### src/rtl/core/tnb_pkg.sv
// Shared types and constants for the contact tangent basis datapath.
package tnb_pkg;
	localparam int FB = 14;
	localparam int NW = 16;
	localparam int SW = 2 * NW;
	localparam int EW = 68;
	localparam int MW = FB + 1;
	localparam int NCELL = FB + 1;
	localparam int BW = $clog2(MW + 1);

	typedef struct packed {
		logic signed [EW-1:0] e;
		logic signed [EW-1:0] p;
		logic [MW-1:0] m;
	} lane_t;

	typedef struct packed {
		logic vld;
		logic signed [NW-1:0] x;
		logic signed [NW-1:0] y;
		logic signed [NW-1:0] z;
		logic sel;
		logic deg;
		logic [SW-1:0] s;
		lane_t lz;
		lane_t lo;
	} beat_t;
endpackage

### src/rtl/core/tnb_front.sv
// Front end: axis choice, squares, square sum and initial residuals.
module tnb_front (
	input  logic clk,
	input  logic arst_n,
	input  logic en,
	input  logic vld,
	input  logic signed [tnb_pkg::NW-1:0] x,
	input  logic signed [tnb_pkg::NW-1:0] y,
	input  logic signed [tnb_pkg::NW-1:0] z,
	output tnb_pkg::beat_t beat
);
	import tnb_pkg::*;

	logic vld_s1, vld_q, sel_s1;
	logic signed [NW-1:0] x_s1, y_s1, z_s1;
	logic [SW-1:0] sqz_s1, sqo_s1;
	logic signed [NW:0] ax, ay;
	logic signed [NW-1:0] o;
	logic signed [SW-1:0] sqz, sqo;
	logic [SW-1:0] s;
	beat_t nxt, beat_q;

	assign ax = x[NW-1] ? -{x[NW-1], x} : {x[NW-1], x};
	assign ay = y[NW-1] ? -{y[NW-1], y} : {y[NW-1], y};
	assign o = (ax > ay) ? x : y;
	assign sqz = z * z;
	assign sqo = o * o;

	always_ff @(posedge clk or negedge arst_n) begin
		if (!arst_n) begin
			vld_s1 <= 1'b0;
			vld_q <= 1'b0;
		end else if (en) begin
			vld_s1 <= vld;
			vld_q <= vld_s1;
		end
	end

	always_ff @(posedge clk) begin
		if (en) begin
			x_s1 <= x;
			y_s1 <= y;
			z_s1 <= z;
			sel_s1 <= ax > ay;
			sqz_s1 <= unsigned'(sqz);
			sqo_s1 <= unsigned'(sqo);
		end
	end

	assign s = sqz_s1 + sqo_s1;

	always_comb begin
		nxt = '0;
		nxt.x = x_s1;
		nxt.y = y_s1;
		nxt.z = z_s1;
		nxt.sel = sel_s1;
		nxt.deg = (s == '0);
		nxt.s = s;
		nxt.lz.e = (signed'({{(EW-SW){1'b0}}, sqz_s1}) <<< (2 * FB + 2))
			- signed'({{(EW-SW){1'b0}}, s});
		nxt.lz.p = -signed'({{(EW-SW){1'b0}}, s});
		nxt.lz.m = '0;
		nxt.lo.e = (signed'({{(EW-SW){1'b0}}, sqo_s1}) <<< (2 * FB + 2))
			- signed'({{(EW-SW){1'b0}}, s});
		nxt.lo.p = nxt.lz.p;
		nxt.lo.m = '0;
	end

	always_ff @(posedge clk) begin
		if (en) begin
			beat_q <= nxt;
		end
	end

	always_comb begin
		beat = beat_q;
		beat.vld = vld_q;
	end
endmodule

### config.mk
export PLATFORM = sky130hd
export DESIGN_NAME = tnb_front
export DESIGN_NICKNAME = d
export VERILOG_FILES = /design/src/rtl/core/tnb_pkg.sv /design/src/rtl/core/tnb_front.sv
export SDC_FILE = /design/constraint.sdc
export NUM_CORES = 2
export LEC_CHECK = 0
export ABC_AREA = 0
export BUFFER_PORTS_ARGS = -buffer_cell sky130_fd_sc_hd__buf_4
export CORE_MARGIN = 2
export CORE_UTILIZATION = 50
export DETAILED_ROUTE_END_ITERATION = 7
export PLACE_DENSITY_LB_ADDON = 0.05
export REMOVE_ABC_BUFFERS = 1
export SLEW_MARGIN = 30
export SYNTH_ARGS = -nofsm -noshare
export SYNTH_HDL_FRONTEND = slang
export SYNTH_SLANG_ARGS = --single-unit
### constraint.sdc
create_clock -name clk -period 8.3 [get_ports clk]
set_clock_uncertainty 0.05 [all_clocks]
set_input_delay 1.245 -clock clk [delete_from_list [all_inputs] [get_ports clk]]
set_output_delay 1.245 -clock clk [all_outputs]
set_load 0.005 [all_outputs]
==> results_dict.tcl <==
set metrics [dict create \
    outcome "finished with violations" \
    violations "negative setup slack" \
    ys_warn_count 0 \
    r2r_cells 19 \
    grt_start_max_net_pins 153 \
    clkLatencyLatePin_ps 590 \
    grt_pass1_vias 25200 \
    required_ps 8570 \
    hold_path_end "beat[345]" \
    rows 95 \
    antenna_found_initial 0 \
    timing.rr.start "sqz_s1[3]" \
    async_reset_ff_share_pct 0.621 \
    synth_cells 3208 \
    path_buf_inv 10 \
    die_w_um 264 \
    fin_ws_ps -1480 \
    fill_cells 5641 \
    finalHoldViolations 0 \
    numCtsBuffers 39 \
    dp_hpwl_um 73400 \
    synth_area_per_cell_um2 10.5 \
    post-route-min-period_ps 9780 \
    clock_tree.buffer_depth 3 \
    stdcell_area_um2 41500 \
    cpLargestDelayFamily "adder cells" \
    synth-edff-count 320 \
    criticalPathCategory "in2reg" \
    grt_use_total_pct 25.9 \
    start_util_pct 50.4 \
    tightest_slew_ps 989 \
    synth_ff_type "edfxtp_1" \
    ios 437 \
    r2r_slack_ps 1360 \
    final_nets 4506 \
    drive_gt1_share_pct 26.9 \
    num_vias 24100 \
    antennaDiodeCount 0 \
    max_freq_mhz 102 \
    setup_viol 21 \
    clk_pin_slew_ps 60 \
    grt_pass1_wl_um 141000 \
    cts_root_buf "clkbuf_16" \
    hold_buffers 0 \
    final_antenna_net_count 0 \
    cpPeakStageDelay_ps 560 \
    core_area_um2 67000 \
    drt-total-wl_um 89500 \
    slew_viol_final 0 \
    firstDrtPassIters 5 \
    drv_cap 0 \
    critPathSlowestCell "fa_1" \
    htree_levels 2 \
    hold_class "reg2reg" \
    grt_overflow 0 \
    synth_seq_cells 322 \
    syn_area_um2 33800 \
    io_buffers 406 \
    syn_to_final_growth_pct 22.7 \
    placed_area_um2 38500 \
    whs_path_depth 0 \
    maxSlewHeadroom_pct 33.6 \
    startpoint_type "input pin" \
    crit_arrival_ps 10060 \
    yosysUniqueCellTypes 83 \
    place_congestion 0.892 \
    fp.dieH_um 264 \
    cp_common_cell "fa_1" \
    hold_start "z_s1[9]" \
    holdWs_ps 363 \
    dr.first_iter.drc_count 1312 \
    cp-end-kind "flop" \
    wire_per_inst_um 19.2 \
    dieArea_um2 69700 \
    routed_via_density 5.18 \
    drc 0 \
    rsz0062_at_grt "true" \
    crit_path_max_fanout 7 \
    final.period_utilization_pct 118 \
    cts_sinks 322 \
    cts_tree "built" \
    ys_seq_area_share_pct 28.6 \
    r2r-end "beat[286]" \
]
-- synthesized netlist by cell type, types with 11 or more instances --
master      n  area [um2]
a21o_1     33         248
edfxtp_1  320        9610
mux2_2     13         146
nor2_1    173         649
o21ai_0    58         290
xnor2_1   139        1220
nand3_1    56         280
o31ai_1    11        82.6
inv_1     640        2400
o21a_1     15         113
clkbuf_1   71         267
fa_1      473        9470
and3_1     12        75.1
buf_4     175        1310
xor2_1     83         727
and2_1     61         382
a211oi_1   14         105
a31oi_1    12        75.1
nor4_1     26         163
nand4_1    20         125
nand2_1   235         882
nand2b_1   35         219
nor3_1     50         250
or3_1      17         106
ha_1      226        2830
a21oi_1    73         365
-- stage by stage --
step | setup slack (ps) | utilization (%) | instances | setup TNS [ps]
after global placement | -2910 | 57.5 | 4536 | -47660
after detailed placement | -2960 | 57.5 | 4536 | -47560
after global routing | -1770 | 61.8 | 4657 | -22970
final | -1480 | 61.8 | 4657 | -16580
after floorplan | -4660 | - | 2982 | -94860
after CTS | -1480 | 61.3 | 4647 | -16300
-- how the worst max path moves through the flow --
stage,depth (start not counted),slack (ps),end,from
6_report,40,-1480,sqo_s1[31],y[6]
5_1_grt,41,-1770,sqo_s1[31],x[2]
4_1_cts,42,-1480,sqo_s1[31],x[3]
3_5_place_dp,37,-2960,sqo_s1[31],y[6]
3_3_place_gp,37,-2910,sqo_s1[31],y[6]
2_1_floorplan,35,-4660,sqo_s1[31],y[6]
-- sequential cells by signal, summed over array words and instances (netlist names) --
name	cells
sqz_s1	30
z_s1	16
x_s1	16
y_s1	16
vld_q	1
vld_s1	1
sel_s1	1
sqo_s1	31
beat	210
-- layer usage --
metal,vias up,share of wire (%),track usage (%)
met3,98,6.2,3.80
li1,11200,-,-
met4,0,1.8,5.48
met2,693,48,42.9
met1,12200,44,36.5
met5,-,0,0
-- cell families (layout without fill, tap and decap cells) --
family / Yosys count / count (layout) / synth area share (%)
DFF: 322 / 322 / 28.6
adders and majority gates: 699 / 699 / 36.4
muxes: 23 / 23 / 0.730
xor gates and xnor gates: 223 / 223 / 5.80
other: 2 / 32 / 0.0222
and+or+nand+nor: 748 / 748 / 10.8
AOI/OAI and AO/OA: 286 / 286 / 5.64
buffers and inverters: 905 / 1451 / 12.0
-- area by class of cell --
type                            count  area, um2  area share [%]
Clock buffer                       44        995            2.40
Tap cell                          873       1090            2.64
Timing Repair Buffer              732       5690            13.7
Sequential cell                   322       9660            23.3
Multi-Input combinational cell   2011      21200            51.2
Inverter                          649       2460            5.93
Clock inverter                     26        319           0.770
-- cell usage in the layout (no fill, tap or decap), types with 23 or more instances in the layout --
master / netlist / routed
a21o_1: 33 / 33
a21oi_1: 73 / 60
and2_1: 61 / 61
buf_4: 175 / 695
buf_6: 0 / 29
clkbuf_16: 0 / 40
conb_1: 2 / 32
edfxtp_1: 320 / 320
fa_1: 473 / 462
ha_1: 226 / 203
inv_1: 640 / 607
inv_2: 2 / 30
nand2_1: 235 / 216
nand2b_1: 35 / 32
nand3_1: 56 / 53
nor2_1: 173 / 152
nor3_1: 50 / 46
nor4_1: 26 / 23
o21ai_0: 58 / 50
xnor2_1: 139 / 135
xor2_1: 83 / 81
-- repair_timing --
action	4_1_cts	5_1_grt
gates cloned	1	0
gates resized for setup	222	65
setup endpoints to repair	25	24
pin swaps	132	48
setup buffers	43	11
Power is left out: the tool's default activity adds up to more than one toggle a clock period on the data nets, which glitch-free logic cannot reach.
